`src/rtl/scdt_pkg.sv`:
```
// ----------------------------------------------------------------------------
// scdt_pkg: shared types and constants for the civil date converter
// Field widths, calendar constants and the reciprocal multipliers that stand
// in for the constant divisions of the conversion.
// ----------------------------------------------------------------------------
package scdt_pkg;

   // Field widths of the input and result items.
   localparam int unsigned SECS_W   = 32;
   localparam int unsigned OFFSET_W = 4;
   localparam int unsigned SEC_W    = 6;
   localparam int unsigned MIN_W    = 6;
   localparam int unsigned HOUR_W   = 5;
   localparam int unsigned DAY_W    = 5;
   localparam int unsigned MONTH_W  = 4;
   localparam int unsigned YEAR_W   = 12;
   localparam int unsigned RSP_DATA_W = 40;

   // Widths of the intermediate values, from the range of a 32-bit count.
   localparam int unsigned MINS_W  = 27;
   localparam int unsigned HOURS_W = 21;
   localparam int unsigned DAYS_W  = 16;
   localparam int unsigned JDN_W   = 22;
   localparam int unsigned B_W     = 7;
   localparam int unsigned C_W     = 17;
   localparam int unsigned D_W     = 7;
   localparam int unsigned E_W     = 9;
   localparam int unsigned M_W     = 4;

   localparam logic [OFFSET_W-1:0] OFFSET_RESET = OFFSET_W'(8);

   // Calendar constants.
   localparam int unsigned SECS_PER_MIN      = 60;
   localparam int unsigned MINS_PER_HOUR     = 60;
   localparam int unsigned HOURS_PER_DAY     = 24;
   localparam int unsigned JDN_EPOCH_BIAS    = 2472632;
   localparam int unsigned DAYS_PER_400Y     = 146097;
   localparam int unsigned DAYS_PER_4Y       = 1461;
   localparam int unsigned DAYS_PER_5MON     = 153;
   localparam int unsigned YEAR_BIAS         = 4800;
   localparam int unsigned YEARS_PER_CENTURY = 100;
   localparam int unsigned MONTHS_PER_YEAR   = 12;
   localparam int unsigned MARCH_BASE        = 3;
   localparam int unsigned MONTH_WRAP_STEP   = 10;

   // Reciprocals: floor(n / d) == (n * ceil(2^k / d)) >> k over the range of n
   // seen at each point of the chain.
   localparam int unsigned MIN_SHIFT    = 37;
   localparam int unsigned HOUR_SHIFT   = 33;
   localparam int unsigned DAY_SHIFT    = 26;
   localparam int unsigned CYC400_SHIFT = 42;
   localparam int unsigned CYC4_SHIFT   = 30;
   localparam int unsigned MON_SHIFT    = 20;

   localparam logic [63:0] MIN_MAGIC =
      ((64'd1 << MIN_SHIFT) + 64'(SECS_PER_MIN) - 64'd1) / 64'(SECS_PER_MIN);
   localparam logic [63:0] HOUR_MAGIC =
      ((64'd1 << HOUR_SHIFT) + 64'(MINS_PER_HOUR) - 64'd1) / 64'(MINS_PER_HOUR);
   localparam logic [63:0] DAY_MAGIC =
      ((64'd1 << DAY_SHIFT) + 64'(HOURS_PER_DAY) - 64'd1) / 64'(HOURS_PER_DAY);
   localparam logic [63:0] CYC400_MAGIC =
      ((64'd1 << CYC400_SHIFT) + 64'(DAYS_PER_400Y) - 64'd1) / 64'(DAYS_PER_400Y);
   localparam logic [63:0] CYC4_MAGIC =
      ((64'd1 << CYC4_SHIFT) + 64'(DAYS_PER_4Y) - 64'd1) / 64'(DAYS_PER_4Y);
   localparam logic [63:0] MON_MAGIC =
      ((64'd1 << MON_SHIFT) + 64'(DAYS_PER_5MON) - 64'd1) / 64'(DAYS_PER_5MON);

   typedef struct packed {
      logic [HOUR_W-1:0] hour;
      logic [MIN_W-1:0]  min;
      logic [SEC_W-1:0]  sec;
   } scdt_hms_type;

   typedef struct packed {
      logic [YEAR_W-1:0]  year;
      logic [MONTH_W-1:0] month;
      logic [DAY_W-1:0]   day;
   } scdt_date_type;

   // Days from 1 March to the first of each month of the March-based year,
   // that is (153 * m + 2) / 5.
   function automatic logic [E_W-1:0] month_start(input logic [M_W-1:0] m);
      logic [E_W-1:0] days;
      unique case (m)
         M_W'(0):  days = E_W'(0);
         M_W'(1):  days = E_W'(31);
         M_W'(2):  days = E_W'(61);
         M_W'(3):  days = E_W'(92);
         M_W'(4):  days = E_W'(122);
         M_W'(5):  days = E_W'(153);
         M_W'(6):  days = E_W'(184);
         M_W'(7):  days = E_W'(214);
         M_W'(8):  days = E_W'(245);
         M_W'(9):  days = E_W'(275);
         M_W'(10): days = E_W'(306);
         M_W'(11): days = E_W'(337);
         default:  days = E_W'(0);
      endcase
      return days;
   endfunction

endpackage

```
`src/rtl/seconds_to_civil_date_top.sv`:
```
// ----------------------------------------------------------------------------
// seconds_to_civil_date_top: Unix seconds to zoned civil date and time
// An item passes through every register stage of the constant-divisor chain
// before it shows on rsp_tvalid; one item is accepted every cycle while the
// result side does not stall the pipeline.
// Reset clears all stage valid bits and sets the zone offset to 8 hours.
// ----------------------------------------------------------------------------
module seconds_to_civil_date_top (
   input  logic                                 clock,
   input  logic                                 reset,
   // Configuration: zone offset in whole hours.
   input  logic                                 csr_wr_en,
   input  logic [scdt_pkg::OFFSET_W-1:0]        csr_wr_data,
   // Input items.
   input  logic                                 req_tvalid,
   output logic                                 req_tready,
   input  logic [scdt_pkg::SECS_W-1:0]          req_tdata,  // unix_seconds
   // Result items.
   output logic                                 rsp_tvalid,
   input  logic                                 rsp_tready,
   // second_of_minute, minute_of_hour, hour_of_day, day_of_month,
   // month_of_year, full_year, then two zero bits.
   output logic [scdt_pkg::RSP_DATA_W-1:0]      rsp_tdata
);
   import scdt_pkg::*;

   localparam int unsigned RSP_PAD_W =
      RSP_DATA_W - (SEC_W + MIN_W + HOUR_W + DAY_W + MONTH_W + YEAR_W);

   // The zone offset register. The user must write it only while the block is
   // idle, which the block does not enforce, so the stage that adds it can read it directly.
   logic [OFFSET_W-1:0] zone_ff;

   always_ff @(posedge clock) begin
      if (reset) begin
         zone_ff <= OFFSET_RESET;
      end else if (csr_wr_en) begin
         zone_ff <= csr_wr_data;
      end
   end

   // The first five stages split the count into second, minute, zoned hour
   // and a biased day number. Each stage holds at most one reciprocal multiply and
   // one remainder subtraction, so the stages are of similar depth.
   logic            split_valid;
   logic            split_ready;
   scdt_hms_type    split_hms;
   logic [JDN_W-1:0] split_jdn;

   scdt_time_split u_time_split (
      .clock       (clock),
      .reset       (reset),
      .in_valid    (req_tvalid),
      .in_ready    (req_tready),
      .in_seconds  (req_tdata),
      .zone_offset (zone_ff),
      .out_valid   (split_valid),
      .out_ready   (split_ready),
      .out_hms     (split_hms),
      .out_jdn     (split_jdn)
   );

   // The last six stages turn the day number into a Gregorian date. Their
   // final stage is the result register. Every stage loads whenever it is
   // empty or its content moves on, so a stalled result holds only the
   // stages behind it that are full, and bubbles close up.
   scdt_hms_type    date_hms;
   scdt_date_type   date_fields;

   scdt_jdn_date u_jdn_date (
      .clock     (clock),
      .reset     (reset),
      .in_valid  (split_valid),
      .in_ready  (split_ready),
      .in_hms    (split_hms),
      .in_jdn    (split_jdn),
      .out_valid (rsp_tvalid),
      .out_ready (rsp_tready),
      .out_hms   (date_hms),
      .out_date  (date_fields)
   );

   assign rsp_tdata = {{RSP_PAD_W{1'b0}}, date_fields.year, date_fields.month,
                       date_fields.day, date_hms.hour, date_hms.min, date_hms.sec};

   // With the result register empty, every stage can load, so the input
   // side must be ready.
   a_ready_when_empty : assert property (
      @(posedge clock) disable iff (reset)
      !rsp_tvalid |-> req_tready
   ) else $error("input not ready while the result register is empty");

   // The valid bits come out of reset cleared.
   a_reset_clears : assert property (
      @(posedge clock)
      $past(reset) |-> !rsp_tvalid
   ) else $error("result valid directly after reset");

   // Every result lies within the calendar ranges.
   a_date_range : assert property (
      @(posedge clock) disable iff (reset)
      rsp_tvalid |-> (date_fields.month >= MONTH_W'(1) && date_fields.month <= MONTH_W'(12)
                      && date_fields.day >= DAY_W'(1))
   ) else $error("month or day of month out of range");

   a_time_range : assert property (
      @(posedge clock) disable iff (reset)
      rsp_tvalid |-> (date_hms.hour < HOUR_W'(24) && date_hms.min < MIN_W'(60)
                      && date_hms.sec < SEC_W'(60))
   ) else $error("time of day out of range");

endmodule

```
`src/rtl/scdt_time_split.sv`:
```
// ----------------------------------------------------------------------------
// scdt_time_split: seconds, minutes and hours of a Unix count
// Five register stages split the count into second, minute, zoned hour of day
// and the biased Julian day number of the local date.
// ----------------------------------------------------------------------------
module scdt_time_split (
   input  logic                           clock,
   input  logic                           reset,
   input  logic                           in_valid,
   output logic                           in_ready,
   input  logic [scdt_pkg::SECS_W-1:0]    in_seconds,
   input  logic [scdt_pkg::OFFSET_W-1:0]  zone_offset,
   output logic                           out_valid,
   input  logic                           out_ready,
   output scdt_pkg::scdt_hms_type         out_hms,
   output logic [scdt_pkg::JDN_W-1:0]     out_jdn
);
   import scdt_pkg::*;

   localparam int unsigned NUM_STAGES = 5;

   logic [NUM_STAGES-1:0] vld_ff;
   logic [NUM_STAGES-1:0] vld_in;
   logic [NUM_STAGES-1:0] en;

   // A stage loads when it is empty or when its content moves on.
   always_comb begin
      en[NUM_STAGES-1] = ~vld_ff[NUM_STAGES-1] | out_ready;
      for (int i = NUM_STAGES - 2; i >= 0; i--) begin
         en[i] = ~vld_ff[i] | en[i+1];
      end
   end

   assign vld_in   = {vld_ff[NUM_STAGES-2:0], in_valid};
   assign in_ready = en[0];

   always_ff @(posedge clock) begin
      if (reset) begin
         vld_ff <= '0;
      end else begin
         for (int i = 0; i < NUM_STAGES; i++) begin
            if (en[i]) begin
               vld_ff[i] <= vld_in[i];
            end
         end
      end
   end

   // Stage 1: minutes since the epoch.
   logic [63:0]         prod1;
   logic [MINS_W-1:0]   mins1_in, mins1_ff;
   logic [SECS_W-1:0]   secs1_ff;

   assign prod1    = 64'(in_seconds) * MIN_MAGIC;
   assign mins1_in = prod1[MIN_SHIFT +: MINS_W];

   always_ff @(posedge clock) begin
      if (en[0]) begin
         secs1_ff <= in_seconds;
         mins1_ff <= mins1_in;
      end
   end

   // Stage 2: second of minute and hours since the epoch.
   logic [63:0]          prod2;
   logic [HOURS_W-1:0]   hutc2_in, hutc2_ff;
   logic [SEC_W-1:0]     sec2_in, sec2_ff;
   logic [MINS_W-1:0]    mins2_ff;

   assign prod2    = 64'(mins1_ff) * HOUR_MAGIC;
   assign hutc2_in = prod2[HOUR_SHIFT +: HOURS_W];
   assign sec2_in  = SEC_W'(secs1_ff - SECS_W'(mins1_ff) * SECS_W'(SECS_PER_MIN));

   always_ff @(posedge clock) begin
      if (en[1]) begin
         hutc2_ff <= hutc2_in;
         sec2_ff  <= sec2_in;
         mins2_ff <= mins1_ff;
      end
   end

   // Stage 3: minute of hour and the zoned hour count.
   logic [MIN_W-1:0]     min3_in, min3_ff;
   logic [HOURS_W-1:0]   hours3_in, hours3_ff;
   logic [SEC_W-1:0]     sec3_ff;

   assign min3_in   = MIN_W'(mins2_ff - MINS_W'(hutc2_ff) * MINS_W'(MINS_PER_HOUR));
   assign hours3_in = hutc2_ff + HOURS_W'(zone_offset);

   always_ff @(posedge clock) begin
      if (en[2]) begin
         min3_ff   <= min3_in;
         hours3_ff <= hours3_in;
         sec3_ff   <= sec2_ff;
      end
   end

   // Stage 4: local days since the epoch.
   logic [63:0]          prod4;
   logic [DAYS_W-1:0]    days4_in, days4_ff;
   logic [HOURS_W-1:0]   hours4_ff;
   logic [MIN_W-1:0]     min4_ff;
   logic [SEC_W-1:0]     sec4_ff;

   assign prod4    = 64'(hours3_ff) * DAY_MAGIC;
   assign days4_in = prod4[DAY_SHIFT +: DAYS_W];

   always_ff @(posedge clock) begin
      if (en[3]) begin
         days4_ff  <= days4_in;
         hours4_ff <= hours3_ff;
         min4_ff   <= min3_ff;
         sec4_ff   <= sec3_ff;
      end
   end

   // Stage 5: hour of day and the biased day number.
   scdt_hms_type         hms5_in, hms5_ff;
   logic [JDN_W-1:0]     jdn5_in, jdn5_ff;

   always_comb begin
      hms5_in.sec  = sec4_ff;
      hms5_in.min  = min4_ff;
      hms5_in.hour = HOUR_W'(hours4_ff - HOURS_W'(days4_ff) * HOURS_W'(HOURS_PER_DAY));
   end

   assign jdn5_in = JDN_W'(days4_ff) + JDN_W'(JDN_EPOCH_BIAS);

   always_ff @(posedge clock) begin
      if (en[4]) begin
         hms5_ff <= hms5_in;
         jdn5_ff <= jdn5_in;
      end
   end

   assign out_valid = vld_ff[NUM_STAGES-1];
   assign out_hms   = hms5_ff;
   assign out_jdn   = jdn5_ff;

endmodule

```
`src/rtl/scdt_jdn_date.sv`:
```
// ----------------------------------------------------------------------------
// scdt_jdn_date: biased Julian day number to Gregorian date
// Six register stages run the 400-year, 4-year and five-month steps and give
// day of month, month and full year; the time fields ride alongside.
// ----------------------------------------------------------------------------
module scdt_jdn_date (
   input  logic                        clock,
   input  logic                        reset,
   input  logic                        in_valid,
   output logic                        in_ready,
   input  scdt_pkg::scdt_hms_type      in_hms,
   input  logic [scdt_pkg::JDN_W-1:0]  in_jdn,
   output logic                        out_valid,
   input  logic                        out_ready,
   output scdt_pkg::scdt_hms_type      out_hms,
   output scdt_pkg::scdt_date_type     out_date
);
   import scdt_pkg::*;

   localparam int unsigned NUM_STAGES = 6;
   localparam int unsigned N400_W     = JDN_W + 2;
   localparam int unsigned P400_W     = B_W + 18;
   localparam int unsigned N4_W       = C_W + 2;
   localparam int unsigned P4_W       = D_W + 11;
   localparam int unsigned N5_W       = E_W + 3;
   localparam int unsigned YSUM_W     = 16;

   logic [NUM_STAGES-1:0] vld_ff;
   logic [NUM_STAGES-1:0] vld_in;
   logic [NUM_STAGES-1:0] en;

   always_comb begin
      en[NUM_STAGES-1] = ~vld_ff[NUM_STAGES-1] | out_ready;
      for (int i = NUM_STAGES - 2; i >= 0; i--) begin
         en[i] = ~vld_ff[i] | en[i+1];
      end
   end

   assign vld_in   = {vld_ff[NUM_STAGES-2:0], in_valid};
   assign in_ready = en[0];

   always_ff @(posedge clock) begin
      if (reset) begin
         vld_ff <= '0;
      end else begin
         for (int i = 0; i < NUM_STAGES; i++) begin
            if (en[i]) begin
               vld_ff[i] <= vld_in[i];
            end
         end
      end
   end

   // Stage 1: the 400-year cycle count b = (4a + 3) / 146097.
   logic [N400_W-1:0]  n1;
   logic [63:0]        prod1;
   logic [B_W-1:0]     b1_in, b1_ff;
   logic [JDN_W-1:0]   jdn1_ff;
   scdt_hms_type       hms1_ff;

   assign n1    = {in_jdn, 2'b11};
   assign prod1 = 64'(n1) * CYC400_MAGIC;
   assign b1_in = prod1[CYC400_SHIFT +: B_W];

   always_ff @(posedge clock) begin
      if (en[0]) begin
         b1_ff   <= b1_in;
         jdn1_ff <= in_jdn;
         hms1_ff <= in_hms;
      end
   end

   // Stage 2: days into the 400-year cycle.
   logic [P400_W-1:0]  t2;
   logic [C_W-1:0]     c2_in, c2_ff;
   logic [B_W-1:0]     b2_ff;
   scdt_hms_type       hms2_ff;

   assign t2    = P400_W'(b1_ff) * P400_W'(DAYS_PER_400Y);
   assign c2_in = C_W'(jdn1_ff - JDN_W'(t2 >> 2));

   always_ff @(posedge clock) begin
      if (en[1]) begin
         c2_ff   <= c2_in;
         b2_ff   <= b1_ff;
         hms2_ff <= hms1_ff;
      end
   end

   // Stage 3: the 4-year cycle count d = (4c + 3) / 1461.
   logic [N4_W-1:0]    n3;
   logic [63:0]        prod3;
   logic [D_W-1:0]     d3_in, d3_ff;
   logic [C_W-1:0]     c3_ff;
   logic [B_W-1:0]     b3_ff;
   scdt_hms_type       hms3_ff;

   assign n3    = {c2_ff, 2'b11};
   assign prod3 = 64'(n3) * CYC4_MAGIC;
   assign d3_in = prod3[CYC4_SHIFT +: D_W];

   always_ff @(posedge clock) begin
      if (en[2]) begin
         d3_ff   <= d3_in;
         c3_ff   <= c2_ff;
         b3_ff   <= b2_ff;
         hms3_ff <= hms2_ff;
      end
   end

   // Stage 4: day of the March-based year.
   logic [P4_W-1:0]    t4;
   logic [E_W-1:0]     e4_in, e4_ff;
   logic [D_W-1:0]     d4_ff;
   logic [B_W-1:0]     b4_ff;
   scdt_hms_type       hms4_ff;

   assign t4    = P4_W'(d3_ff) * P4_W'(DAYS_PER_4Y);
   assign e4_in = E_W'(c3_ff - C_W'(t4 >> 2));

   always_ff @(posedge clock) begin
      if (en[3]) begin
         e4_ff   <= e4_in;
         d4_ff   <= d3_ff;
         b4_ff   <= b3_ff;
         hms4_ff <= hms3_ff;
      end
   end

   // Stage 5: month index from March, m = (5e + 2) / 153.
   logic [N5_W-1:0]    n5;
   logic [63:0]        prod5;
   logic [M_W-1:0]     m5_in, m5_ff;
   logic [E_W-1:0]     e5_ff;
   logic [D_W-1:0]     d5_ff;
   logic [B_W-1:0]     b5_ff;
   scdt_hms_type       hms5_ff;

   assign n5    = N5_W'(e4_ff) * N5_W'(5) + N5_W'(2);
   assign prod5 = 64'(n5) * MON_MAGIC;
   assign m5_in = prod5[MON_SHIFT +: M_W];

   always_ff @(posedge clock) begin
      if (en[4]) begin
         m5_ff   <= m5_in;
         e5_ff   <= e4_ff;
         d5_ff   <= d4_ff;
         b5_ff   <= b4_ff;
         hms5_ff <= hms4_ff;
      end
   end

   // Stage 6: January and February belong to the following civil year.
   logic               wrap6;
   logic [YSUM_W-1:0]  ysum6;
   scdt_date_type      date6_in, date6_ff;
   scdt_hms_type       hms6_ff;

   assign wrap6 = (m5_ff >= M_W'(MONTH_WRAP_STEP));
   assign ysum6 = YSUM_W'(b5_ff) * YSUM_W'(YEARS_PER_CENTURY) + YSUM_W'(d5_ff)
                + YSUM_W'(wrap6) - YSUM_W'(YEAR_BIAS);

   always_comb begin
      date6_in.day   = DAY_W'(e5_ff - month_start(m5_ff) + E_W'(1));
      date6_in.month = wrap6 ? MONTH_W'(m5_ff + M_W'(MARCH_BASE) - M_W'(MONTHS_PER_YEAR))
                             : MONTH_W'(m5_ff + M_W'(MARCH_BASE));
      date6_in.year  = ysum6[YEAR_W-1:0];
   end

   always_ff @(posedge clock) begin
      if (en[5]) begin
         date6_ff <= date6_in;
         hms6_ff  <= hms5_ff;
      end
   end

   assign out_valid = vld_ff[NUM_STAGES-1];
   assign out_hms   = hms6_ff;
   assign out_date  = date6_ff;

endmodule

```
`config.mk`:
```
export PLATFORM = sky130hd
export DESIGN_NAME = seconds_to_civil_date_top
export DESIGN_NICKNAME = d
export VERILOG_FILES = /design/src/rtl/scdt_pkg.sv /design/src/rtl/seconds_to_civil_date_top.sv /design/src/rtl/scdt_time_split.sv /design/src/rtl/scdt_jdn_date.sv
export SDC_FILE = /design/constraint.sdc
export NUM_CORES = 2
export LEC_CHECK = 0
export ABC_AREA = 1
export BUFFER_PORTS_ARGS = -buffer_cell sky130_fd_sc_hd__buf_2
export CAP_MARGIN = 20
export CORE_UTILIZATION = 55
export CTS_BUF_LIST = sky130_fd_sc_hd__clkbuf_8
export DETAILED_ROUTE_END_ITERATION = 7
export HOLD_SLACK_MARGIN = 0.12
export PLACE_DENSITY = 0.74
export RECOVER_POWER = 25
export SYNTH_ARGS = -nofsm -noshare
export SYNTH_HDL_FRONTEND = slang
export SYNTH_SLANG_ARGS = --single-unit
```
`constraint.sdc`:
```
create_clock -name clock -period 6.2 [get_ports clock]
set_clock_uncertainty 0.05 [all_clocks]
set_input_delay 1.24 -clock clock [delete_from_list [all_inputs] [get_ports clock]]
set_output_delay 1.24 -clock clock [all_outputs]
set_load 0.05 [all_outputs]
```
==> results_dict.tcl <==
set metrics [dict create \
    ant_nets 0 \
    drive_gt1_share_pct 10.4 \
    synth_edf_count 407 \
    setup.worst_path.start "u_jdn_date.e4_ff[3]$_DFFE_PP_" \
    yosys_warnings 0 \
    rr_worst_depth 33 \
    fmax_mhz 160 \
    synth_cell_type_count 57 \
    root_buffer "clkbuf_8" \
    multi_input_area_um2 43900 \
    post-route-period-util_pct 101 \
    seq_area_um2 12600 \
    critPathKind "reg -> reg" \
    drt_wl_total_um 171000 \
    cts.sinks 427 \
    finalWeightedCongestion 1.00 \
    clockBufferDepth 3 \
    finalSetupTns_ns -0.108 \
    async_flop_share_pct 0 \
    die_y_um 339 \
    failed_checks "setup timing" \
    grt_usage_pct 30.0 \
    coreArea_um2 113000 \
    met2_length_um 82200 \
    cp-end-kind "flip-flop" \
    worstPathRequired_ns 6.73 \
    final_cell_count_no_fill 8944 \
    ys_seq_elements 427 \
    clk_pin_slew_ns 0.06 \
    final_cell_area_um2 70300 \
    port_buffers 80 \
    r2r_start "u_jdn_date.e4_ff[3]$_DFFE_PP_" \
    dieArea_um2 115000 \
    fillers 9594 \
    max_stage_delay_ns 0.56 \
    finalHoldViolCount 0 \
    htreeDepth 3 \
    synth_top_cell_by_area "ha_1" \
    avgSynthCellArea_um2 9.15 \
    highest_layer "met4" \
    gr-total-overflow 0 \
    synth_ff_type "edfxtp_1" \
    synthesis.instances 6838 \
    insertion_delay_ns 0.71 \
    layout_setup_ws_ns -0.0512 \
    numCtsBuffers 74 \
    r2r_slack_ns -0.05 \
    route.vias.total 47300 \
    yosysMostFrequentCell "inv_1" \
    max_slew.worst_pin.slew_ns 1.06 \
    rsz0062_at_grt "yes" \
    start_util_pct 55.6 \
    io_pins 83 \
    critPathArrivalTime_ns 6.78 \
    synth_top_area_share_pct 24.4 \
    routed_wire_length_per_instance_um 19.2 \
    drt_iter0_drc 2795 \
    nets 9400 \
    routed_via_density 5.29 \
    route.detailed.drc 0 \
    cpMostUsedCell "nand2_2" \
    dr.pass1.iters 6 \
    grt_pass1_wl_um 268000 \
    syn-cell-area_um2 62600 \
    post-route-util_pct 62.4 \
    critPathSlowestCell "fa_1" \
    drv_slew 0 \
    syn_to_final_growth_pct 12.3 \
    chipWidth_um 339 \
    drt-met1-wl_um 72700 \
    ys_top_cells_by_count "inv_1 (1842), ha_1 (1221), nand2_1 (886), fa_1 (752), nor2_1 (428)" \
    status "complete, but fails checks" \
    layout_min_cycle_time_ns 6.25 \
    min_path_type "reg -> reg" \
    slew-limit-headroom_pct 28.8 \
    antenna_found_initial 1 \
    tritoncts "done" \
    dp_hpwl_um 149000 \
    grt_pass1_vias 49800 \
    place_inst 8784 \
    rows 123 \
    synth_seq_area_share_pct 20.2 \
    critPathLaunchType "flip-flop" \
    met3_length_um 9570 \
    crit_fanout 4 \
    placed_area_um2 67700 \
    synth_area_leaders "ha_1 (24%), fa_1 (24%), edfxtp_1 (20%)" \
    max_cap_viol_count 0 \
    finalSetupViolCount 3 \
    grt_max_degree 49 \
]
-- per-stage QoR --
| stage | hold WS [ns] | setup WS (ns) |
|---|---|---|
| finish | 0.344 | -0.0512 |
| global route | 0.339 | -0.244 |
| CTS | 0.332 | -0.00261 |
| detailed placement | 0.355 | -0.645 |
| global placement | 0.351 | -0.576 |
| floorplan | 0.350 | 0.0170 |
-- how the worst min path moves through the flow --
| stage | start | endpoint | depth (start not counted) |
|---|---|---|---|
| final | u_time_split.sec3_ff[1]$_DFFE_PP_ | u_time_split.sec4_ff[1]$_DFFE_PP_ | 0 |
| after floorplan | u_jdn_date.b2_ff[0]$_DFFE_PP_ | u_jdn_date.b3_ff[0]$_DFFE_PP_ | 0 |
| after detailed placement | u_jdn_date.b4_ff[1]$_DFFE_PP_ | u_jdn_date.b5_ff[1]$_DFFE_PN_ | 0 |
| after CTS | u_time_split.sec3_ff[1]$_DFFE_PP_ | u_time_split.sec4_ff[1]$_DFFE_PP_ | 0 |
| after global routing | u_time_split.sec3_ff[1]$_DFFE_PP_ | u_time_split.sec4_ff[1]$_DFFE_PP_ | 0 |
| after global placement | u_jdn_date.d4_ff[3]$_DFFE_PP_ | u_jdn_date.d5_ff[3]$_DFFE_PN_ | 0 |
-- worst max-delay path: cells and delay by family, from the launching register on --
family | cells | cell delay (ns)
xor gates and xnor gates | 1 | 0.22
and+or+nand+nor | 14 | 1.27
AOI/OAI and AO/OA | 2 | 0.36
buffers and inverters | 8 | 0.80
DFF | 1 | 0.44
adders and majority gates | 8 | 2.98
-- kinds of logic after synthesis --
family | count (synthesis) | share of synthesized area (%)
compound gates | 719 | 6.40
xor+xnor | 186 | 2.67
fa+ha+maj | 1973 | 48.5
buf+inv | 1853 | 11.1
flops | 427 | 20.2
other cells | 1 | 0.00599
simple gates | 1679 | 11.2
-- sequential cells by signal, indices dropped and copies added (netlist names), 9 cells and up, named ones only --
signal / cells
u_jdn_date.hms2_ff: 17
u_jdn_date.hms5_ff: 17
u_jdn_date.hms1_ff: 17
u_jdn_date.out_date: 21
u_time_split.hutc2_ff: 21
u_jdn_date.hms4_ff: 17
u_jdn_date.jdn1_ff: 17
u_time_split.out_hms: 17
u_time_split.days4_ff: 16
u_jdn_date.out_hms: 17
u_time_split.out_jdn: 18
u_jdn_date.hms3_ff: 17
u_jdn_date.e4_ff: 9
u_time_split.mins1_ff: 27
u_time_split.hours3_ff: 21
u_jdn_date.c3_ff: 9
u_jdn_date.c2_ff: 17
-- area by class of cell --
type	count	share of cell area, %
clock buffer	77	1.51
sequential	427	18.0
clock inverter	56	0.691
timing repair buffer	476	4.86
antenna	1	0.00356
inverter	1848	9.87
tap	1500	2.67
multi-input combinational	4559	62.4
-- what timing repair did --
action                                 CTS  global route
setup endpoints to repair               12            34
buffers inserted                        10            15
hold buffers                             0             0
pin swaps                               20            89
endpoints found under the hold margin    0             0
resized for setup                       39           143
-- metal layers --
metal	up-vias	track usage (%)
met2	1335	50.7
met3	316	4.46
met1	23000	39.2
met4	0	10.7
met5	-	0
li1	22700	-
-- layout by cell type (no fill, tap or decap), types with 170 or more instances in the layout --
cell and count:
inv_1 1842, nor2_1 406, fa_1 745, nand3_1 170
buf_4 371, o21ai_0 191, nand2_1 860, a21oi_1 326
ha_1 1181, edfxtp_1 407
Power is left out: the tool's default activity adds up to more than one toggle a clock period on the data nets, which glitch-free logic cannot reach.
